`src/lfsm_pkg.sv`:
```
// Package for the looper footswitch mode tracker.
// Holds mode and button codes, register indexes, and shared struct types.
// No dependencies.
`timescale 1ns / 1ps
`default_nettype none

package lfsm_pkg;

  localparam int unsigned FUNC_W      = 3;
  localparam int unsigned STAMP_W     = 32;
  localparam int unsigned HOLD_W      = 16;
  localparam int unsigned COUNT_W     = 4;
  localparam int unsigned CFG_IDX_W   = 2;
  localparam int unsigned CFG_DATA_W  = 16;

  localparam logic [COUNT_W-1:0] COUNT_MAX = 4'd15;

  localparam logic [HOLD_W-1:0]  RECORD_HOLD_RST   = 16'd500;
  localparam logic [HOLD_W-1:0]  ERASE_HOLD_RST    = 16'd2000;
  localparam logic [COUNT_W-1:0] ERASE_PRESSES_RST = 4'd3;

  typedef enum logic [FUNC_W-1:0] {
    FUNC_RECORD_PLAY = 3'd0,
    FUNC_REVERSE     = 3'd1,
    FUNC_HALF_TIME   = 3'd2,
    FUNC_UNDO        = 3'd3,
    FUNC_STOP_ERASE  = 3'd4,
    FUNC_TRIGGER     = 3'd5
  } func_e;

  typedef enum logic [2:0] {
    MODE_EMPTY     = 3'd0,
    MODE_REC       = 3'd1,
    MODE_REC_UNDO  = 3'd2,
    MODE_PLAY      = 3'd3,
    MODE_DUB       = 3'd4,
    MODE_STOP      = 3'd5,
    MODE_ERASED    = 3'd6
  } mode_e;

  typedef enum logic [CFG_IDX_W-1:0] {
    CFG_RECORD_HOLD   = 2'd0,
    CFG_ERASE_HOLD    = 2'd1,
    CFG_ERASE_PRESSES = 2'd2
  } cfg_idx_e;

  typedef struct packed {
    logic [HOLD_W-1:0]  record_hold;
    logic [HOLD_W-1:0]  erase_hold;
    logic [COUNT_W-1:0] erase_presses;
  } cfg_t;

  typedef struct packed {
    logic [FUNC_W-1:0]  func;
    logic               is_press;
    logic [STAMP_W-1:0] now_ms;
  } evt_t;

  typedef struct packed {
    mode_e              mode;
    logic               reverse_flag;
    logic               half_flag;
    logic               layer_flag;
    logic [COUNT_W-1:0] stop_count;
    logic [STAMP_W-1:0] record_stamp;
    logic [STAMP_W-1:0] stop_stamp;
  } state_t;

endpackage

`default_nettype wire

```
`src/lfsm_cfg.sv`:
```
// Configuration register bank for the looper footswitch mode tracker.
// Depends on lfsm_pkg.
`timescale 1ns / 1ps
`default_nettype none

module lfsm_cfg (
  input  wire                             clk_i,
  input  wire                             rst_ni,
  input  wire                             cfg_valid_i,
  output logic                            cfg_ready_o,
  input  wire [lfsm_pkg::CFG_IDX_W-1:0]   cfg_index_i,
  input  wire [lfsm_pkg::CFG_DATA_W-1:0]  cfg_data_i,
  output lfsm_pkg::cfg_t                  cfg_o
);
  import lfsm_pkg::*;

  cfg_t cfg_q;
  cfg_t cfg_d;

  assign cfg_ready_o = 1'b1;
  assign cfg_o       = cfg_q;

  always_comb begin
    cfg_d = cfg_q;
    if (cfg_valid_i) begin
      unique case (cfg_index_i)
        CFG_RECORD_HOLD:   cfg_d.record_hold   = cfg_data_i[HOLD_W-1:0];
        CFG_ERASE_HOLD:    cfg_d.erase_hold    = cfg_data_i[HOLD_W-1:0];
        CFG_ERASE_PRESSES: cfg_d.erase_presses = cfg_data_i[COUNT_W-1:0];
        default:           cfg_d = cfg_q;
      endcase
    end
  end

  always_ff @(posedge clk_i or negedge rst_ni) begin
    if (!rst_ni) begin
      cfg_q.record_hold   <= RECORD_HOLD_RST;
      cfg_q.erase_hold    <= ERASE_HOLD_RST;
      cfg_q.erase_presses <= ERASE_PRESSES_RST;
    end else begin
      cfg_q <= cfg_d;
    end
  end

endmodule

`default_nettype wire

```
`src/lfsm_next.sv`:
```
// Next-state logic of the looper footswitch mode tracker for one event.
// Depends on lfsm_pkg.
`timescale 1ns / 1ps
`default_nettype none

module lfsm_next (
  input  lfsm_pkg::state_t state_i,
  input  lfsm_pkg::evt_t   evt_i,
  input  lfsm_pkg::cfg_t   cfg_i,
  output lfsm_pkg::state_t state_o
);
  import lfsm_pkg::*;

  logic [STAMP_W-1:0] rec_diff;
  logic [STAMP_W-1:0] stop_diff;
  logic [COUNT_W-1:0] count_inc;
  mode_e              stop_mode;

  assign rec_diff  = evt_i.now_ms - state_i.record_stamp;
  assign stop_diff = evt_i.now_ms - state_i.stop_stamp;
  assign count_inc = (state_i.stop_count == COUNT_MAX) ? COUNT_MAX
                                                       : state_i.stop_count + 4'd1;

  always_comb begin
    stop_mode = state_i.mode;
    if (state_i.mode != MODE_ERASED && state_i.mode != MODE_EMPTY) begin
      stop_mode = MODE_STOP;
    end
    if (count_inc >= cfg_i.erase_presses && stop_mode != MODE_EMPTY) begin
      stop_mode = MODE_ERASED;
    end
  end

  always_comb begin
    state_o = state_i;
    case (evt_i.func)
      FUNC_RECORD_PLAY: begin
        if (evt_i.is_press) begin
          state_o.stop_count   = '0;
          state_o.record_stamp = evt_i.now_ms;
          unique case (state_i.mode)
            MODE_EMPTY, MODE_ERASED: begin
              state_o.mode       = MODE_REC;
              state_o.layer_flag = 1'b0;
            end
            MODE_PLAY: begin
              state_o.mode       = MODE_DUB;
              state_o.layer_flag = 1'b1;
            end
            MODE_REC, MODE_DUB, MODE_STOP: state_o.mode = MODE_PLAY;
            default:                       state_o.mode = state_i.mode;
          endcase
        end else if ((state_i.mode == MODE_REC || state_i.mode == MODE_DUB) &&
                     rec_diff > {{(STAMP_W-HOLD_W){1'b0}}, cfg_i.record_hold}) begin
          state_o.mode = MODE_PLAY;
        end
      end
      FUNC_REVERSE: begin
        if (evt_i.is_press) begin
          state_o.reverse_flag = ~state_i.reverse_flag;
        end
      end
      FUNC_HALF_TIME: begin
        if (evt_i.is_press) begin
          state_o.half_flag = ~state_i.half_flag;
        end
      end
      FUNC_UNDO: begin
        if (evt_i.is_press) begin
          state_o.stop_count = '0;
          unique case (state_i.mode)
            MODE_ERASED:   state_o.mode = MODE_PLAY;
            MODE_REC:      state_o.mode = MODE_REC_UNDO;
            MODE_REC_UNDO: state_o.mode = MODE_PLAY;
            MODE_PLAY:     state_o.mode = state_i.layer_flag ? MODE_PLAY : MODE_REC_UNDO;
            default:       state_o.mode = state_i.mode;
          endcase
        end
      end
      FUNC_STOP_ERASE: begin
        if (evt_i.is_press) begin
          state_o.stop_stamp = evt_i.now_ms;
          state_o.stop_count = count_inc;
          state_o.mode       = stop_mode;
        end else if (stop_diff >= {{(STAMP_W-HOLD_W){1'b0}}, cfg_i.erase_hold}) begin
          state_o.mode = MODE_ERASED;
        end
      end
      FUNC_TRIGGER: begin
        if (evt_i.is_press) begin
          state_o.stop_count = '0;
        end
      end
      default: state_o = state_i;
    endcase
  end

endmodule

`default_nettype wire

```
`src/looper_footswitch_fsm_core.sv`:
```
// Looper footswitch mode tracker: top level with input, state and result registers.
// Depends on lfsm_pkg, lfsm_cfg and lfsm_next.
// Each event is held in the input register, then its result is registered.
// Throughput: one event per cycle unless the output stalls; the state update is one
// combinational pass from the input register to the state and result registers.
// Reset: asynchronous, active low; mode empty, flags and count clear, stamps zero,
// registers at 500 / 2000 / 3, no items in flight.
`timescale 1ns / 1ps
`default_nettype none

module looper_footswitch_fsm_core (
  input  wire                             clk_i,
  input  wire                             rst_ni,
  input  wire                             cfg_valid_i,
  output logic                            cfg_ready_o,
  input  wire [lfsm_pkg::CFG_IDX_W-1:0]   cfg_index_i,
  input  wire [lfsm_pkg::CFG_DATA_W-1:0]  cfg_data_i,
  input  wire                             in_valid_i,
  output logic                            in_ready_o,
  input  wire [lfsm_pkg::FUNC_W-1:0]      func_i,
  input  wire                             is_press_i,
  input  wire [lfsm_pkg::STAMP_W-1:0]     now_ms_i,
  output logic                            out_valid_o,
  input  wire                             out_ready_i,
  output logic [2:0]                      looper_mode_o,
  output logic                            reversed_o,
  output logic                            half_time_o,
  output logic                            layered_o,
  output logic [lfsm_pkg::COUNT_W-1:0]    press_count_o
);
  import lfsm_pkg::*;

  cfg_t   cfg;
  evt_t   evt_q;
  state_t state_q;
  state_t state_d;
  logic   in_valid_q;
  logic   out_valid_q;
  logic   advance;
  logic   in_xfer;

  logic [2:0]         mode_out_q;
  logic               rev_out_q;
  logic               half_out_q;
  logic               layer_out_q;
  logic [COUNT_W-1:0] count_out_q;

  lfsm_cfg u_cfg (
    .clk_i       (clk_i),
    .rst_ni      (rst_ni),
    .cfg_valid_i (cfg_valid_i),
    .cfg_ready_o (cfg_ready_o),
    .cfg_index_i (cfg_index_i),
    .cfg_data_i  (cfg_data_i),
    .cfg_o       (cfg)
  );

  lfsm_next u_next (
    .state_i (state_q),
    .evt_i   (evt_q),
    .cfg_i   (cfg),
    .state_o (state_d)
  );

  assign advance    = in_valid_q && (!out_valid_q || out_ready_i);
  assign in_ready_o = !in_valid_q || advance;
  assign in_xfer    = in_valid_i && in_ready_o;

  // hold control and state
  always_ff @(posedge clk_i or negedge rst_ni) begin
    if (!rst_ni) begin
      in_valid_q           <= 1'b0;
      out_valid_q          <= 1'b0;
      state_q.mode         <= MODE_EMPTY;
      state_q.reverse_flag <= 1'b0;
      state_q.half_flag    <= 1'b0;
      state_q.layer_flag   <= 1'b0;
      state_q.stop_count   <= '0;
      state_q.record_stamp <= '0;
      state_q.stop_stamp   <= '0;
    end else begin
      if (in_xfer) begin
        in_valid_q <= 1'b1;
      end else if (advance) begin
        in_valid_q <= 1'b0;
      end
      if (advance) begin
        out_valid_q <= 1'b1;
        state_q     <= state_d;
      end else if (out_ready_i) begin
        out_valid_q <= 1'b0;
      end
    end
  end

  // capture payloads
  always_ff @(posedge clk_i) begin
    if (in_xfer) begin
      evt_q.func     <= func_i;
      evt_q.is_press <= is_press_i;
      evt_q.now_ms   <= now_ms_i;
    end
    if (advance) begin
      mode_out_q  <= state_d.mode;
      rev_out_q   <= state_d.reverse_flag;
      half_out_q  <= state_d.half_flag;
      layer_out_q <= state_d.layer_flag;
      count_out_q <= state_d.stop_count;
    end
  end

  assign out_valid_o   = out_valid_q;
  assign looper_mode_o = mode_out_q;
  assign reversed_o    = rev_out_q;
  assign half_time_o   = half_out_q;
  assign layered_o     = layer_out_q;
  assign press_count_o = count_out_q;

endmodule

`default_nettype wire

```
`config.mk`:
```
export PLATFORM = sky130hd
export DESIGN_NAME = looper_footswitch_fsm_core
export DESIGN_NICKNAME = d
export VERILOG_FILES = /design/src/lfsm_pkg.sv /design/src/lfsm_cfg.sv /design/src/lfsm_next.sv /design/src/looper_footswitch_fsm_core.sv
export SDC_FILE = /design/constraint.sdc
export NUM_CORES = 1
export LEC_CHECK = 0
export ABC_CLOCK_PERIOD_IN_PS = 8300
export BUFFER_PORTS_ARGS = -buffer_cell sky130_fd_sc_hd__buf_2
export CAP_MARGIN = 10
export CELL_PAD_IN_SITES_DETAIL_PLACEMENT = 1
export CELL_PAD_IN_SITES_GLOBAL_PLACEMENT = 2
export CORE_ASPECT_RATIO = 0.5
export CORE_MARGIN = 2
export CORE_UTILIZATION = 44
export CTS_BUF_LIST = sky130_fd_sc_hd__clkbuf_2 sky130_fd_sc_hd__clkbuf_4 sky130_fd_sc_hd__clkbuf_8
export CTS_CLUSTER_DIAMETER = 40
export DETAILED_ROUTE_END_ITERATION = 10
export PLACE_DENSITY = 0.92
export REMOVE_ABC_BUFFERS = 1
export SETUP_SLACK_MARGIN = 0.5
export SYNTH_ARGS = -nofsm -noshare
export SYNTH_HDL_FRONTEND = slang
export SYNTH_SLANG_ARGS = --single-unit
```
`constraint.sdc`:
```
create_clock -name clk_i -period 8.3 [get_ports clk_i]
set_input_delay 1.245 -clock clk_i [delete_from_list [all_inputs] [get_ports clk_i]]
set_output_delay 1.245 -clock clk_i [all_outputs]
set_load 0.03 [all_outputs]
```
Word-level counts from Yosys, hierarchy flattened
Index checks and enable logic that the tools add are counted.

Bitwise gates (word level): 2. Add/subtract/negate cells: 3. Mux-type cells: 26. Reduce and logical (&&, ||, !) cells: 26. Eq/ne operators: 15. $lt $le $gt $ge: 3.

Operators with widths (number): 32-bit subtractor (2); 37-bit 2-to-1 mux (1); 32-bit by 16-bit >= comparator with 1-bit output (1); 32-bit by 16-bit greater-than comparator with 1-bit output (1); 3-bit case mux with 3 select lines (3); 3-bit 2-to-1 mux (7); 3-bit == test (second input constant) (5); 3-bit by 2-bit == test with 1-bit output (second input constant) (4); 4-bit 2-to-1 mux (3); 4-bit case mux with 3 select lines (1); 1-bit 2-to-1 mux (10); 3-bit by 1-bit == test with 1-bit output (second input constant) (2); 3-bit zero test (2); 2-bit AND reduction (3); 3-bit AND reduction (2); 3-bit nonzero test (2); 2-bit OR reduction (3); 1-bit logical AND (5); 4-bit by 1-bit adder with 4-bit output (second input constant) (1); 4-bit == test (second input constant) (1); 4-bit >= comparator (1); 2-bit nonzero test (2); 1-bit logical OR (3); 3-bit != test (second input constant) (1); other kinds (7) (9).

Output and inout port bits: 13. Input bits: 59. Register bits after elaboration: 158.

Longest topological paths before layout
Depth after elaboration: 8. Gate-level depth with buffers: 21. Gate-level depth less buffers: 21.

By module
From an unflattened synthesis, not the netlist that was laid out.

Cell total of the unflattened synthesis: 1301. Area, all modules: 12214.2 um2.

By module, submodules not included: lfsm_next (cells an instance 1011, area each 6342.3 um2, seq. area each 0.0 um2, instances 1); looper_footswitch_fsm_core (cells an instance 211, area each 4480.5 um2, seq. area each 3283.1 um2, instances 1); lfsm_cfg (cells an instance 79, area each 1391.3 um2, seq. area each 918.4 um2, instances 1).

Least setup slack after synthesis
Ideal clock, no wire load.

Path type: reg-to-reg. From: register evt_q[6] (netlist bit). To: register mode_out_q[2] (netlist: looper_mode_o[2]), data pin. Path slack: 3.984 ns. Library setup time: 0.267 ns. Buffers on the path: 1. Clock period less this slack: 4.316 ns. Arrival: 4.050 ns. Stages on the path, launching flop included: 19. Path through: edfxtp_1 ha_1 clkbuf_1 a21oi_1 o22ai_1 or2_1 a41o_1 a21oi_1 xnor2_1 ha_1 nand4_1 a21oi_1 a2111oi_2 nand4_1 or4_1 nor4_2 nand3_1 o31ai_2 a21oi_1.

RTL lines: start: declaration (RTL line looper_footswitch_fsm_core.sv:34) `evt_t evt_q;`; end signal: assignment (RTL line looper_footswitch_fsm_core.sv:104) `mode_out_q <= state_d.mode;`; end: declaration (RTL line looper_footswitch_fsm_core.sv:42) `logic [2:0] mode_out_q;`.

==> metrics.txt <==
# TYPE chip_impl_metric gauge
chip_impl_metric{name="wirelength_met1",unit="mm"} 14.85
chip_impl_metric{name="ioPinCount",unit=""} 72
chip_impl_metric{name="syn_avg_cell_area",unit="um2"} 9.532
chip_impl_metric{name="global_route.overflow_total",unit=""} 0
chip_impl_metric{name="grtUsageTotal",unit=""} 0.2534
chip_impl_metric{name="post_layout_cell_count",unit=""} 1503
chip_impl_metric{name="fin_setup_tns",unit="ns"} 0
chip_impl_metric{name="num_cts_buffers",unit=""} 17
chip_impl_metric{name="antenna_found_initial",unit=""} 0
chip_impl_metric{name="flop_and_latch_count_out_of_synthesis",unit=""} 158
chip_impl_metric{name="ys_seq_area_frac",unit=""} 0.3925
chip_impl_metric{name="htree_num_levels",unit=""} 4
chip_impl_metric{name="synth_area",unit="um2"} 10700
chip_impl_info{name="outcome",value="finished, final reports clean"} 1
chip_impl_metric{name="p_per_cell_area",unit="nW/um2"} 277.9
chip_impl_metric{name="timing.slew.headroom",unit=""} 0.1904
chip_impl_metric{name="grt_first_pass_wirelength",unit="mm"} 50.27
chip_impl_info{name="yosys_most_used_dff",value="dfrtp_1"} 1
chip_impl_metric{name="first_iter_violations",unit=""} 572
chip_impl_metric{name="placement_rows",unit=""} 40
chip_impl_metric{name="port_buffers",unit=""} 70
chip_impl_metric{name="drv.max_cap_violation_count",unit=""} 0
chip_impl_metric{name="drc_errors",unit=""} 0
chip_impl_metric{name="cts.sinks",unit=""} 158
chip_impl_metric{name="dp_hpwl",unit="mm"} 23.84
chip_impl_info{name="setup.worst_path.start_class",value="flop"} 1
chip_impl_info{name="ys_top_cells_by_area",value="dfrtp_1 (23%), edfxtp_1 (13%), ha_1 (12%)"} 1
chip_impl_info{name="clk_root_buffer_cell",value="clkbuf_8"} 1
chip_impl_metric{name="timing.final.hold_violations",unit=""} 0
chip_impl_metric{name="grt_start_max_net_pins",unit=""} 66
chip_impl_metric{name="design.die.area",unit="um2"} 25670
chip_impl_metric{name="first_global_vias",unit=""} 9286
chip_impl_metric{name="post_route_cells_drive_above_1_share",unit=""} 0.1810
chip_impl_metric{name="max_clock_freq",unit="MHz"} 183.5
chip_impl_metric{name="post_cts_resize_count",unit=""} 0
chip_impl_metric{name="max-vdd-ir-drop",unit="mV"} 0.1165
chip_impl_info{name="worst_hold_path_type",value="reg -> reg"} 1
chip_impl_metric{name="syn_inst",unit=""} 1123
chip_impl_metric{name="syn_to_final_growth",unit="%"} 9.000
chip_impl_metric{name="avgRoutedWirePerCell",unit="um"} 20.43
chip_impl_metric{name="cp_max_fo",unit=""} 7
chip_impl_metric{name="timing.final.crit_share",unit=""} 0.6564
chip_impl_metric{name="routed_met2_length",unit="mm"} 14.12
chip_impl_info{name="post-synth-top-count-cell",value="inv_1"} 1
chip_impl_metric{name="ant_nets",unit=""} 0
chip_impl_info{name="cp-startpoint",value="evt_q[6]"} 1
chip_impl_metric{name="design.core.area",unit="um2"} 23920
chip_impl_metric{name="met3WireLength",unit="mm"} 1.206
chip_impl_metric{name="nNetsFinal",unit=""} 1335
chip_impl_metric{name="worst-endpoint-required",unit="ns"} 8.55
chip_impl_metric{name="place.gp.congestion",unit=""} 0.9220
chip_impl_info{name="criticalPathCategory",value="reg -> reg"} 1
chip_impl_metric{name="synthArstFlopShare",unit=""} 0.7089
chip_impl_info{name="synthTopCellsByCount",value="inv_1 (118), nand2_1 (103), ha_1 (99), dfrtp_1 (98), mux2_2 (81)"} 1
chip_impl_info{name="min-delay-start",value="state_q[69]"} 1
chip_impl_metric{name="tightestPinTransition",unit="ns"} 1.211
chip_impl_metric{name="nFillCells",unit=""} 2794
chip_impl_metric{name="cp_data_arrival_time",unit="ns"} 5.70
chip_impl_metric{name="floorplan.die.height",unit="um"} 114.3
chip_impl_metric{name="die_w",unit="um"} 224.6
chip_impl_metric{name="slew_violations",unit=""} 0
chip_impl_metric{name="numPlacedInstances",unit=""} 1471
chip_impl_info{name="yosysTopAreaCell",value="dfrtp_1"} 1
chip_impl_metric{name="synth_top_area_frac",unit=""} 0.2291
chip_impl_metric{name="route.detailed.vias_per_inst",unit=""} 5.789
chip_impl_metric{name="cts_buffer_depth",unit=""} 2
chip_impl_metric{name="final_core_util",unit=""} 0.4877
chip_impl_metric{name="worst_clock_skew",unit="ns"} 0.01945
chip_impl_metric{name="num_antenna_cells",unit=""} 0
chip_impl_metric{name="cts_post_setup_buffers_inserted",unit=""} 0
chip_impl_metric{name="synth_edf_count",unit=""} 46
chip_impl_metric{name="layout_min_cycle_time",unit="ns"} 5.448
chip_impl_info{name="top_signal_layer_used",value="met4"} 1
chip_impl_metric{name="clock_insertion_delay_at_the_later_pin_of_the_skew_report",unit="ns"} 0.50
chip_impl_metric{name="hold_buffers",unit=""} 0
chip_impl_metric{name="detailedRoute.firstPassIterationCount",unit=""} 5
chip_impl_metric{name="clkTransAtPathRegs",unit="ns"} 0.10
chip_impl_metric{name="reg2reg_slack",unit="ns"} 2.85
chip_impl_metric{name="routed_wl",unit="mm"} 30.71
chip_impl_metric{name="leakagePower",unit="nW"} 5.250
chip_impl_metric{name="synth-warning-count",unit=""} 0
chip_impl_info{name="tritoncts",value="done"} 1
chip_impl_metric{name="start_util",unit=""} 0.4474
chip_impl_metric{name="ys_types",unit=""} 70
chip_impl_info{name="worst_setup_path_end_kind",value="flop"} 1
chip_impl_info{name="critical_path.reg2reg.startpoint",value="evt_q[6]"} 1
chip_impl_info{name="grt_setup_unrepaired",value="false"} 1
chip_impl_metric{name="finalSetupViolCount",unit=""} 0
chip_impl_metric{name="vias",unit=""} 8701
==> area by class of cell <==
| class | count | area, um2 | share of cell area |
|---|---|---|---|
| repair buffers | 74 | 382.9 | 0.03282 |
| clock buffers | 18 | 247.7 | 0.02123 |
| well taps | 315 | 394.1 | 0.03378 |
| clock inverters | 14 | 107.6 | 0.009223 |
| multi-input cells | 806 | 5891 | 0.5049 |
| flip-flops and latches | 158 | 4202 | 0.3601 |
| inverters | 118 | 442.9 | 0.03796 |
==> kinds of logic (layout without fill, tap and decap cells) <==
group                      count (synthesis)  in the layout  synth area share
muxes                                     85             85           0.08895
buffers and inverters                    159            224           0.05774
other                                      1              1         0.0003503
AOI/OAI and AO/OA                        281            281            0.1672
adders and majority gates                101            101            0.1195
and+or+nand+nor                          284            284            0.1296
DFF                                      158            158            0.3925
xor gates and xnor gates                  54             54           0.04418
==> stage by stage <==
| stage | hold slack, ns | power, mW | setup WS [ns] | area, um2 |
|---|---|---|---|---|
| floorplan | 0.4538 | 2.230 | 4.047 | 10530 |
| global placement | 0.4724 | 2.615 | 2.943 | 11310 |
| detailed placement | 0.4896 | 2.686 | 2.962 | 11310 |
| CTS | 0.5059 | 3.245 | 2.943 | 11670 |
| global route | 0.5300 | 3.505 | 2.558 | 11670 |
| finish | 0.5039 | 3.242 | 2.852 | 11670 |
==> state kept, by name, summed over array words and instances, names as in the netlist <==
register	flops
reversed_o	1
evt_q	36
looper_mode_o	3
half_time_o	1
layered_o	1
in_valid_q	1
state_q	74
press_count_o	4
u_cfg.cfg_o	36
out_valid_o	1
==> metal layers <==
metal  track usage  vias to the layer above
met4       0.07417                        0
met1        0.3457                     4383
met5             0                        -
li1              -                     4124
met2        0.4163                      168
met3       0.04388                       26
==> worst max-delay path: stages, from the launching register on <==
cell and delay [ns]:
edfxtp_1 0.46, ha_1 0.44, a21oi_1 0.40, o22ai_1 0.14
or2_1 0.27, a41o_1 0.35, a21oi_1 0.18, xnor2_1 0.14
ha_1 0.28, nand4_1 0.17, a21oi_1 0.08, a2111oi_2 0.43
nand4_1 0.13, or4_1 0.56, nor4_2 0.56, nand3_1 0.21
o31ai_2 0.29, a21oi_1 0.10
==> placed cells by master (no fill, tap or decap), types with 12 or more instances in the layout <==
cell type and n:
o21ai_0 60, nand4_1 21, xor2_1 22, ha_1 99, mux2_2 81, o21ai_1 12
nand2_1 103, xnor2_1 32, a21o_1 24, buf_2 69, nor2_1 46, a21oi_1 80
nor2b_1 16, dfstp_2 14, clkbuf_8 18, o211ai_1 13, edfxtp_1 46, a31oi_1 14
nand2b_1 12, nand3_1 28, inv_1 118, nor3_1 13, dfrtp_1 98
==> final timing paths <==
path                                          to  depth (start not counted)
worst max-delay path            looper_mode_o[2]                         17
worst min-delay path                 state_q[69]                          1
worst max register to register  looper_mode_o[2]                         17
worst min register to register       state_q[69]                          1
max in group asynchronous            state_q[54]                          2
min in group asynchronous         u_cfg.cfg_o[2]                          1
==> power by group <==
| part | internal, mW | leakage (nW) | switching (mW) | total [mW] |
|---|---|---|---|---|
| logic | 0.654 | 3.27 | 0.958 | 1.61 |
| clock network | 0.219 | 0.184 | 0.330 | 0.549 |
| registers | 0.972 | 1.80 | 0.110 | 1.08 |
Note: power is estimated with default switching activity, not from simulation.
